File: src/rtl/core/h264_rtp_fu_a_packetizer_core_defines.svh
// Assertion macros shared by the RTL of the FU-A packetizer.
`ifndef H264_RTP_FU_A_PACKETIZER_CORE_DEFINES_SVH
`define H264_RTP_FU_A_PACKETIZER_CORE_DEFINES_SVH

`ifndef NO_ASSERTIONS

`define H264FU_ASSERT_ALWAYS(label, cond, msg) \
    label: assert property (@(posedge aclk) disable iff (!aresetn) (cond)) else $error(msg);

`define H264FU_ASSERT_IMPLY(label, ante, cons, msg) \
    label: assert property (@(posedge aclk) disable iff (!aresetn) (ante) |-> (cons)) \
        else $error(msg);

`else

`define H264FU_ASSERT_ALWAYS(label, cond, msg)

`define H264FU_ASSERT_IMPLY(label, ante, cons, msg)

`endif

`endif

File: src/rtl/core/h264fu_pkg.sv
package h264fu_pkg;

    localparam int LENGTH_BITS = 20;

    localparam int QUEUE_DEPTH = 4;
    localparam int QIDX_W      = $clog2(QUEUE_DEPTH);
    localparam int QCNT_W      = $clog2(QUEUE_DEPTH + 1);
    localparam int MAX_RESULTS = 3;
    localparam int RES_N_W     = $clog2(MAX_RESULTS + 1);

    localparam int PADDR_W = 3;
    localparam int PDATA_W = 32;

    localparam logic [PADDR_W-1:0] REG_MAX_PAYLOAD_ADDR = PADDR_W'(0);

    localparam logic [4:0]  FU_A_TYPE     = 5'd28;
    localparam logic [7:0]  NAL_TYPE_MASK = 8'h1F;
    localparam logic [15:0] FU_OVERHEAD   = 16'd2;
    localparam logic [15:0] MIN_PAYLOAD   = 16'd4;
    localparam logic [15:0] PAYLOAD_RESET = 16'd1400;

    typedef struct packed {
        logic [7:0]  nal_byte;
        logic        first_byte;
        logic [19:0] nal_length;
        logic [31:0] timestamp;
        logic        mark_request;
    } in_t;

    typedef struct packed {
        logic [7:0]  payload_byte;
        logic        packet_first;
        logic        packet_last;
        logic        marker;
        logic [31:0] packet_time;
        logic        run_end;
    } out_t;

endpackage

File: src/rtl/core/h264_rtp_fu_a_packetizer_core.sv
// H.264 RTP payload packetizer (single NAL unit and FU-A modes). NAL unit bytes enter one per
// transaction on the s_ channel, header byte first with first_byte set; the unit length,
// timestamp and marker request are taken with that header byte. Units no longer than
// max_payload (taken as 4 if lower) pass through as one packet; longer units are split into
// FU-A fragments of max_payload - 2 data bytes, each opened by an indicator and an FU header
// byte. Each payload byte leaves as one transaction on the m_ channel with packet boundary
// flags, and run_end marks the last one caused by an input transaction. Every input
// transaction is decoded in the cycle it is accepted and its results enter a four-entry output
// queue, so the input takes one byte per cycle and is held back only while the queue has more
// than one entry waiting: a fragment's opening byte yields three results, others at most one.
// max_payload is written through the APB port at address 0 and applies from the next unit.
`include "h264_rtp_fu_a_packetizer_core_defines.svh"

module h264_rtp_fu_a_packetizer_core (
    input  logic                          aclk,
    input  logic                          aresetn,

    input  logic                          s_valid,
    output logic                          s_ready,
    input  h264fu_pkg::in_t               s_data,

    output logic                          m_valid,
    input  logic                          m_ready,
    output h264fu_pkg::out_t              m_data,

    input  logic                          psel,
    input  logic                          penable,
    input  logic                          pwrite,
    input  logic [h264fu_pkg::PADDR_W-1:0] paddr,
    input  logic [h264fu_pkg::PDATA_W-1:0] pwdata,
    output logic [h264fu_pkg::PDATA_W-1:0] prdata,
    output logic                          pready
);

    import h264fu_pkg::*;

    logic [15:0]            max_payload_reg;

    logic [7:0]             header_byte_reg,    header_byte_next;
    logic [LENGTH_BITS-1:0] unit_length_reg,    unit_length_next;
    logic [LENGTH_BITS-1:0] byte_offset_reg,    byte_offset_next;
    logic                   fragmenting_reg,    fragmenting_next;
    logic [15:0]            fragment_left_reg,  fragment_left_next;
    logic                   first_fragment_reg, first_fragment_next;
    logic                   held_mark_reg,      held_mark_next;
    logic [31:0]            held_time_reg,      held_time_next;
    logic [15:0]            frag_size_reg,      frag_size_next;
    logic                   frag_end_reg,       frag_end_next;

    out_t                   slot_reg [QUEUE_DEPTH];
    out_t                   slot_next [QUEUE_DEPTH];
    logic [QCNT_W-1:0]      cnt_reg, cnt_next;

    out_t                   res [MAX_RESULTS];
    logic [RES_N_W-1:0]     res_n;

    logic [LENGTH_BITS-1:0] len_new;
    logic [15:0]            mp;
    logic [LENGTH_BITS-1:0] rem;
    logic [15:0]            size;
    logic                   active;
    logic                   mk;
    logic                   push;
    logic                   pop;
    logic                   cfg_write;
    logic [QCNT_W-1:0]      base;
    logic                   last_run_end;

    assign pready    = 1'b1;
    assign cfg_write = psel && penable && pwrite && pready;
    assign prdata    = (paddr == REG_MAX_PAYLOAD_ADDR) ? PDATA_W'(max_payload_reg) : '0;

    assign s_ready = (cnt_reg <= QCNT_W'(1));
    assign m_valid = (cnt_reg != '0);
    assign m_data  = slot_reg[0];
    assign push    = s_valid && s_ready;
    assign pop     = m_valid && m_ready;

    always_comb begin
        header_byte_next    = header_byte_reg;
        unit_length_next    = unit_length_reg;
        byte_offset_next    = byte_offset_reg;
        fragmenting_next    = fragmenting_reg;
        fragment_left_next  = fragment_left_reg;
        first_fragment_next = first_fragment_reg;
        held_mark_next      = held_mark_reg;
        held_time_next      = held_time_reg;
        frag_size_next      = frag_size_reg;
        frag_end_next       = frag_end_reg;
        res_n               = '0;
        rem                 = '0;
        size                = '0;
        mk                  = 1'b0;
        for (int i = 0; i < MAX_RESULTS; i++) begin
            res[i] = '0;
        end

        len_new = LENGTH_BITS'(s_data.nal_length);
        if (len_new == '0) begin
            len_new = LENGTH_BITS'(1);
        end
        mp = (max_payload_reg < MIN_PAYLOAD) ? MIN_PAYLOAD : max_payload_reg;

        if (s_data.first_byte) begin
            active              = 1'b1;
            unit_length_next    = len_new;
            held_time_next      = s_data.timestamp;
            held_mark_next      = s_data.mark_request;
            header_byte_next    = s_data.nal_byte;
            byte_offset_next    = '0;
            fragmenting_next    = (len_new > LENGTH_BITS'(mp));
            frag_size_next      = mp - FU_OVERHEAD;
            fragment_left_next  = '0;
            first_fragment_next = 1'b1;
            frag_end_next       = 1'b0;
        end else begin
            active = (byte_offset_reg < unit_length_reg);
        end

        if (active) begin
            if (!fragmenting_next) begin
                res[0].payload_byte = s_data.nal_byte;
                res[0].packet_first = (byte_offset_next == '0);
                res[0].packet_last  = (byte_offset_next == unit_length_next - LENGTH_BITS'(1));
                res[0].marker       = held_mark_next;
                res[0].packet_time  = held_time_next;
                res_n               = RES_N_W'(1);
            end else if (byte_offset_next != '0) begin
                if (fragment_left_next == '0) begin
                    rem = unit_length_next - byte_offset_next;
                    if (first_fragment_next) begin
                        size          = frag_size_next;
                        frag_end_next = 1'b0;
                    end else if (rem <= LENGTH_BITS'(frag_size_next)) begin
                        size          = rem[15:0];
                        frag_end_next = 1'b1;
                    end else begin
                        size          = frag_size_next;
                        frag_end_next = 1'b0;
                    end
                    mk = held_mark_next && frag_end_next;
                    res[0].payload_byte = {header_byte_next[7:5], FU_A_TYPE};
                    res[0].packet_first = 1'b1;
                    res[0].marker       = mk;
                    res[0].packet_time  = held_time_next;
                    res[1].payload_byte = {first_fragment_next, frag_end_next, 1'b0,
                                           header_byte_next[4:0] & NAL_TYPE_MASK[4:0]};
                    res[1].marker       = mk;
                    res[1].packet_time  = held_time_next;
                    res_n               = RES_N_W'(2);
                    fragment_left_next  = size;
                    first_fragment_next = 1'b0;
                end
                mk = held_mark_next && frag_end_next;
                res[res_n[1:0]].payload_byte = s_data.nal_byte;
                res[res_n[1:0]].packet_last  = (fragment_left_next == 16'd1);
                res[res_n[1:0]].marker       = mk;
                res[res_n[1:0]].packet_time  = held_time_next;
                res_n                        = res_n + RES_N_W'(1);
                fragment_left_next           = fragment_left_next - 16'd1;
            end
            byte_offset_next = byte_offset_next + LENGTH_BITS'(1);
        end

        for (int i = 0; i < MAX_RESULTS; i++) begin
            res[i].run_end = (RES_N_W'(i + 1) == res_n);
        end
    end

    always_comb begin
        base = cnt_reg - QCNT_W'(pop);
        for (int i = 0; i < QUEUE_DEPTH; i++) begin
            if (pop && (i < QUEUE_DEPTH - 1)) begin
                slot_next[i] = slot_reg[(i + 1) % QUEUE_DEPTH];
            end else begin
                slot_next[i] = slot_reg[i];
            end
            for (int j = 0; j < MAX_RESULTS; j++) begin
                if (push && (RES_N_W'(j) < res_n) && (QCNT_W'(i) == base + QCNT_W'(j))) begin
                    slot_next[i] = res[j];
                end
            end
        end
        cnt_next = base + (push ? QCNT_W'(res_n) : '0);
    end

    always_ff @(posedge aclk) begin
        if (!aresetn) begin
            max_payload_reg    <= PAYLOAD_RESET;
            header_byte_reg    <= '0;
            unit_length_reg    <= '0;
            byte_offset_reg    <= '0;
            fragmenting_reg    <= 1'b0;
            fragment_left_reg  <= '0;
            first_fragment_reg <= 1'b0;
            held_mark_reg      <= 1'b0;
            held_time_reg      <= '0;
            frag_size_reg      <= '0;
            frag_end_reg       <= 1'b0;
            cnt_reg            <= '0;
        end else begin
            if (cfg_write && (paddr == REG_MAX_PAYLOAD_ADDR)) begin
                max_payload_reg <= pwdata[15:0];
            end
            if (push) begin
                header_byte_reg    <= header_byte_next;
                unit_length_reg    <= unit_length_next;
                byte_offset_reg    <= byte_offset_next;
                fragmenting_reg    <= fragmenting_next;
                fragment_left_reg  <= fragment_left_next;
                first_fragment_reg <= first_fragment_next;
                held_mark_reg      <= held_mark_next;
                held_time_reg      <= held_time_next;
                frag_size_reg      <= frag_size_next;
                frag_end_reg       <= frag_end_next;
            end
            cnt_reg <= cnt_next;
        end
    end

    always_ff @(posedge aclk) begin
        for (int i = 0; i < QUEUE_DEPTH; i++) begin
            slot_reg[i] <= slot_next[i];
        end
    end

    assign last_run_end = slot_reg[QIDX_W'(cnt_reg - QCNT_W'(1))].run_end;

    `H264FU_ASSERT_ALWAYS(a_queue_bound, cnt_reg <= QCNT_W'(QUEUE_DEPTH), "Output queue overflow.")
    `H264FU_ASSERT_IMPLY(a_tail_run_end, cnt_reg != '0, last_run_end, "Queue tail lacks run_end.")
    `H264FU_ASSERT_IMPLY(a_frag_left, fragmenting_reg, fragment_left_reg <= frag_size_reg,
                         "Fragment byte count exceeds the fragment size.")

endmodule

File: config.mk
export PLATFORM = sky130hd
export DESIGN_NAME = h264_rtp_fu_a_packetizer_core
export DESIGN_NICKNAME = d
export VERILOG_FILES = /design/src/rtl/core/h264fu_pkg.sv /design/src/rtl/core/h264_rtp_fu_a_packetizer_core.sv
export VERILOG_INCLUDE_DIRS = /design/src /design/src/rtl/core
export SDC_FILE = /design/constraint.sdc
export NUM_CORES = 1
export LEC_CHECK = 0
export BUFFER_PORTS_ARGS = -buffer_cell sky130_fd_sc_hd__buf_2
export CORE_UTILIZATION = 30
export DETAILED_ROUTE_END_ITERATION = 6
export SLEW_MARGIN = 20
export SYNTH_ARGS = -nofsm -noshare
export SYNTH_HDL_FRONTEND = slang
export SYNTH_SLANG_ARGS = --single-unit
File: constraint.sdc
create_clock -name aclk -period 17.6 [get_ports aclk]
set_input_delay 2.64 -clock aclk [delete_from_list [all_inputs] [get_ports aclk]]
set_output_delay 2.64 -clock aclk [all_outputs]
set_load 0.01 [all_outputs]
After elaboration in Yosys (flattened, before gate mapping):

Memory sizes are Yosys's and may differ from the RTL's.
Index checks and enable logic that the tools add are counted.

* register bits: 135
* bits in latches: 0
* bits in writable memories: 176
* ROM bits: 0
* input port bits: 104
* output and inout port bits: 79
* logic and storage cells: 172
* memories kept: 1

* add/subtract/negate cells: 10
* multipliers: 0
* div/mod/pow operators: 0
* order comparisons: 10
* equal/unequal tests: 14
* shift-type cells: 0
* muxes and demuxes: 92
* bitwise logic cells: 1
* reduce and logical (&&, ||, !) cells: 32

Memories
* slot_reg: depth 4, width 44, rd ports 4, clocked after memory_dff 0, write ports 4, RTL line h264_rtp_fu_a_packetizer_core.sv:50 `out_t slot_reg [QUEUE_DEPTH];`

Operators by type and width (number)
* $mux W44: 16
* $bwmux W132: 4
* $demux W44 S2: 4
* $mux W132: 2
* $mux W16: 13
* $mux W33: 5
* $mux W89: 1
* $mux W20: 4
* $mux W43: 1
* $logic_not A20 Y1: 2
* $mux W8: 5
* $mux W9: 4
* $mux W35: 1
* $mux W34: 1
* $mux W32: 1
* $logic_and A1 B1 Y1: 23
* $mux W1: 22
* $add A20 B1 Y20 const B: 1
* $eq A20 B20 Y1: 1
* $gt A20 B16 Y1: 1
* $le A20 B16 Y1: 1
* $lt A20 B20 Y1: 1
* $reduce_bool A20 Y1: 1
* $sub A20 B1 Y20 const B: 1
* 24 further kinds: 43

Longest topological paths before layout:

* depth after elaboration: 26
* gate-level depth with buffers: 37

Worst setup path after synthesis:

No wires, ideal clock.

* path type: input to register
* from: input port s_data[53] (netlist name)
* to: register fragment_left_reg[12]
* library setup time: 0.120 ns
* data arrival time: 9.946 ns
* slack: 7.534 ns
* cell stages on the path: 36
* path buffers: 11
* path through: buf_4 > buf_4 > buf_6 > clkbuf_1 > clkbuf_1 > buf_2 > buf_2 > buf_2 > clkbuf_1 > clkbuf_1 > o21ai_0 > ha_1 > nand3b_1 > a21boi_0 > a211oi_1 > o31a_1 > o21a_1 > o21ai_0 > xor2_1 > ha_1 > a211o_1 > a21oi_1 > o211ai_1 > a211oi_1 > o21ai_0 > a2111oi_4 > and3_4 > buf_4 > mux2i_1 > nor2_1 > a21oi_1 > ha_1 > inv_1 > nor4_4 > mux2i_1 > a211o_1

* cells in the longest elaborated chain, start to end: 13

Ends and longest elaborated chain
* start: declaration: RTL line h264_rtp_fu_a_packetizer_core.sv:20 `input h264fu_pkg::in_t s_data,`
* $mux W20 *: RTL line h264_rtp_fu_a_packetizer_core.sv:104 `if (s_data.first_byte) begin`
* net unit_length_next[2]: RTL line h264_rtp_fu_a_packetizer_core.sv:40 `logic [LENGTH_BITS-1:0] unit_length_reg, unit_length_next;`
* $sub A20 B20 Y20 *: RTL line h264_rtp_fu_a_packetizer_core.sv:130 `rem = unit_length_next - byte_offset_next;`
* $le A20 B16 Y1: RTL line h264_rtp_fu_a_packetizer_core.sv:134 `end else if (rem <= LENGTH_BITS'(frag_size_next)) begin`
* $mux W16 *: RTL line h264_rtp_fu_a_packetizer_core.sv:134
* $mux W16 *: RTL line h264_rtp_fu_a_packetizer_core.sv:131 `if (first_fragment_next) begin`
* $mux W16 *: RTL line h264_rtp_fu_a_packetizer_core.sv:129 `if (fragment_left_next == '0) begin`
* $mux W16 *: RTL line h264_rtp_fu_a_packetizer_core.sv:128 `end else if (byte_offset_next != '0) begin`
* $mux W16 *: RTL line h264_rtp_fu_a_packetizer_core.sv:121 `if (!fragmenting_next) begin`
* $mux W16 *: RTL line h264_rtp_fu_a_packetizer_core.sv:120 `if (active) begin`
* $sub A16 B1 Y16 *: RTL line h264_rtp_fu_a_packetizer_core.sv:160 `fragment_left_next = fragment_left_next - 16'd1;`
* $mux W16 *: RTL line h264_rtp_fu_a_packetizer_core.sv:128
* $mux W16 *: RTL line h264_rtp_fu_a_packetizer_core.sv:121
* $mux W16 *: RTL line h264_rtp_fu_a_packetizer_core.sv:120
* end signal: assignment: RTL line h264_rtp_fu_a_packetizer_core.sv:210 `fragment_left_reg <= fragment_left_next;`
* end: declaration: RTL line h264_rtp_fu_a_packetizer_core.sv:43 `logic [15:0] fragment_left_reg, fragment_left_next;`

The timed path passes the listed nets; every way through them passes the cells marked *. The select of a mux whose other input is x is not followed.
A chain may end at the register's enable or synchronous reset.

Final worst setup path:

* from: input port s_data[53] (netlist name)
* to: register fragment_left_reg[12]

* cells in the longest elaborated chain, start to end: 13

Ends and longest elaborated chain (RTL line)
* $mux W20: h264_rtp_fu_a_packetizer_core.sv:104
* $sub A20 B20 Y20: h264_rtp_fu_a_packetizer_core.sv:130
* $le A20 B16 Y1: h264_rtp_fu_a_packetizer_core.sv:134
* $mux W16: h264_rtp_fu_a_packetizer_core.sv:134
* $mux W16: h264_rtp_fu_a_packetizer_core.sv:131
* $mux W16: h264_rtp_fu_a_packetizer_core.sv:129
* $mux W16: h264_rtp_fu_a_packetizer_core.sv:128
* $mux W16: h264_rtp_fu_a_packetizer_core.sv:121
* $mux W16: h264_rtp_fu_a_packetizer_core.sv:120
* $sub A16 B1 Y16: h264_rtp_fu_a_packetizer_core.sv:160
* $mux W16: h264_rtp_fu_a_packetizer_core.sv:128
* $mux W16: h264_rtp_fu_a_packetizer_core.sv:121
* $mux W16 *: h264_rtp_fu_a_packetizer_core.sv:120

Mark *: on every way between the ends. The rest lies on a longest branch, timed or not. The select of a mux whose other input is x is not followed.

==> summary.md <==
The flow ran to the end, and the final reports show no timing, DRC or antenna violations. The leakage power total came out at 7.93 nW. For the final database, setup skew stands at 24.5 ps. The floorplan step set the die height to 249 um.

The fraction of the cycle the final worst path needs works out to 58.4%. TritonCTS built the clock tree. Buffers inserted to repair hold after CTS numbered 0. The logs give 30.4% for the starting density of the core and 6800 ps for the worst setup slack before clock tree synthesis. The worst path in the final design needs a cycle of 10270 ps, including I/O delays and setup. The number of antenna violations at the first check in global routing was 5.

Static timing analysis puts the maximum clock frequency at 97.4 MHz. For this block, the initial DRC count from the detailed router was 1339. After synthesis the netlist holds a flip-flop and latch count of 311. Final hold violation count: 0. The biggest cell delay along the critical path was 770 ps; the mean instance size in the synthesized netlist was 8.81 sq um. Headroom to the max-slew limit came out at 27.1%. Setup repair after global routing left no endpoint under its margin. The first detailed-routing pass took 5 iterations.

The logs give 19700 sq um for the total cell area at the placement stage and 15022 for the number of global-route vias before repair. Combinational logic is responsible for 36.5% of the overall power. The wire-length estimate of the detail-placed layout is 38800 um.

The vias per cell was 5.29. For the worst setup path, the data arrival time is 10730 ps. The startpoint identified for the worst register-to-register timing path is max_payload_reg[6]. By area the synthesized netlist is led by edfxtp_1 (29%), dfxtp_1 (15%), nor2_1 (6.3%), a21oi_1 (6.1%), ha_1 (5.1%). For the final routed database, the setup TNS stands at 0 ps. The tools report the unique cell type count in the Yosys netlist as 87.

The die is 249 um wide. Per report_power, the clock group accounts for 25.4% of the total. In this run the critical register-to-register path is captured at fragment_left_reg[12]. The longest clock path from root to sink contains 3 buffers. Cell count after synthesis: 2082. STA classifies the critical path endpoint as a flop. The number of setup buffers added after CTS is 0. The synthesized design contains 176 enable-type register cells.

Setup violations remaining at the end of the flow were counted as 0. In this run the biggest area consumer among cell types represents 28.8% of the synthesized area. The fraction of registers with async set or reset after synthesis was 0%. The port buffer count is 149, and the total via count after detailed routing is 15761. The worst setup path is of the in2reg kind.

At the pin with the least slew margin, the transition time is 1090 ps. For the post-detailed-route count of antenna-violating nets, the log shows 0. The clock slew seen by the registers of the worst setup and hold paths was 60 ps; the cell area after layout was 20900 sq um. For this design the total switching power over the nets is 0.00114 W.

Power spread over the standard cell area amounts to 145 nW/um^2. TritonCTS created 38 clock buffers. The clock reaches the later pin of the worst-skew pair after 580 ps. The tools report the area of the core as 60400 sq um. Startpoint kind of the worst setup timing path: an input pin. Across the run, the number of max-cap violations was 0. The run gives 62100 sq um as the area enclosed by the die boundary. For this run, the register share of the synthesized area comes to 43.6%.

The synthesized netlist occupies a cell area of 18300 sq um. The routed wire length per instance came out at 18.7 um. After clock tree synthesis, the repair step resized 0 gates. The wire length of the first global-routing pass is 86100 um. 183 I/O pins were placed.

The largest driver fanout on the critical path was 79. The run gives 9360 ps as the reg-to-reg setup timing slack. Tracing the worst setup path back leads to its startpoint at s_data[53]. Once placement completed, the tool counted placed cells totaling 2906.

The post-route worst setup slack is 7330 ps. The slowest stage of the critical path is the a2111oi_4 cell. Global routing used 17.5% of the available tracks.

The path class of the tightest hold or removal check is reg2reg. For the final weighted congestion in routability-driven placement, the log shows 0.933. The layout overhead on the synthesized area was 14.1%.

CTS built an H-tree with a depth of 2. The register with the most flip-flops in the layout has 176 of them. Global routing finished with a remaining overflow of 0. The clock sink count came out at 311. During synthesis, Yosys emitted a total of 0 warnings. The number of rows created at floorplan was 90; the number of max-slew violations in the final report was 0. Following the worst setup path forward leads to its endpoint at fragment_left_reg[12]. For the wire length reported by the detailed router, the log shows 55700 um.

The tools report the clock tree root driver cell as clkbuf_16. Cells with a size suffix above 1 make up 12.8% of the layout. The cell taking the most area after synthesis was edfxtp_1. The final layout contains 2345 nets. Once layout is complete, the cells apart from fillers number 2979. The most used flip-flop cell after synthesis is edfxtp_1. VDD sags by at most 0.000101 V.

The path depth of the worst reg2reg path works out to 27. The largest net degree at the start of global routing is 82, and the switching share of power is 37.8%. The share of total power dissipated in sequential elements is 38.1%.

Data on the critical path is required at its endpoint by 18060 ps. At the end of the flow the core is filled with cells to 34.7%. Internal power comes to 0.00188 W.

The run gives 0 as the DRC violation count after routing.
==> kinds of logic (layout without fill, tap and decap cells) <==
group | count (synthesis) | after routing | synth area share (%)
muxes | 71 | 71 | 4.01
other | 2 | 21 | 0.0410
buffers and inverters | 227 | 323 | 5.24
AOI/OAI and AO/OA | 551 | 551 | 19.2
adders and majority gates | 78 | 78 | 5.39
xor gates and xnor gates | 71 | 71 | 3.39
DFF | 311 | 311 | 43.6
and+or+nand+nor | 771 | 771 | 19.2
==> layout by cell type (no fill, tap or decap), types with 20 or more instances in the layout <==
cell / instances
a211oi_1: 75
a21o_1: 23
a21oi_1: 223
and2_1: 28
buf_2: 148
buf_4: 22
clkbuf_16: 38
dfxtp_1: 135
edfxtp_1: 176
ha_1: 75
inv_1: 80
mux2i_1: 60
nand2_1: 220
nand3_1: 35
nand4_1: 28
nor2_1: 307
nor3_1: 42
o211ai_1: 21
o21ai_0: 71
xnor2_1: 51
xor2_1: 20
==> metal layers <==
| layer | track usage [%] | share of wire, % | routed length, um | vias up |
|---|---|---|---|---|
| met2 | 27.1 | 45 | 24900 | 530 |
| met3 | 4.05 | 7.9 | 4400 | 86 |
| met4 | 5.87 | 2.3 | 1280 | 2 |
| li1 | - | - | - | 7643 |
| met1 | 23.7 | 45 | 25100 | 7500 |
| met5 | 0 | 0.022 | 12 | - |
==> synth_stat cells (28+ instances only) <==
library cell	instances
a211oi_1	75
a21oi_1	223
and2_1	29
clkbuf_1	94
dfxtp_1	135
edfxtp_1	176
ha_1	75
inv_1	81
mux2i_1	60
nand2_1	221
nand3_1	38
nand4_1	28
nor2_1	308
nor3_1	42
o21ai_0	71
xnor2_1	51
==> worst max-delay path, delay by kind of cell <==
kind | cells | cell delay, ps
AO/OA/AOI/OAI | 14 | 3960
AND/OR/NAND/NOR | 5 | 1360
adder cells (fa/ha/maj) | 4 | 1060
buffers and inverters | 4 | 1050
multiplexers | 2 | 430
XOR/XNOR | 1 | 190
==> through the flow <==
stage | power, W | hold slack (ps)
after CTS | 0.00305 | 456
final | 0.00303 | 453
after detailed placement | 0.00227 | 447
after global placement | 0.00223 | 437
after floorplan | 0.00192 | 432
after global routing | 0.00321 | 466
==> power by group through the flow <==
stage	registers, W	logic (W)	clock network, W
after global routing	0.00117	0.00122	0.000815
after CTS	0.00116	0.00110	0.000791
after detailed placement	0.00117	0.00110	0
after global placement	0.00116	0.00107	0
final	0.00115	0.00111	0.000768
after floorplan	0.00119	0.000732	0
==> final cells by class <==
type / instances / area (sq um)
sequential: 311 / 7990
tap: 782 / 978
antenna: 4 / 10.0
clock inverter: 11 / 98.8
fill: 6196 / 39400
multi-input combinational: 1559 / 9520
inverter: 83 / 314
clock buffer: 58 / 1110
timing repair buffer: 171 / 917
==> worst min path at each step <==
stage,start,endpoint,slack (ps),cells after the start
floorplan,header_byte_reg[2],header_byte_reg[2],430,2
global placement,header_byte_reg[2],header_byte_reg[2],440,2
detailed placement,held_mark_reg,held_mark_reg,450,2
CTS,held_mark_reg,held_mark_reg,460,2
global route,header_byte_reg[4],header_byte_reg[4],470,2
finish,header_byte_reg[4],header_byte_reg[4],450,2
Note: power is estimated with default switching activity, not from simulation.
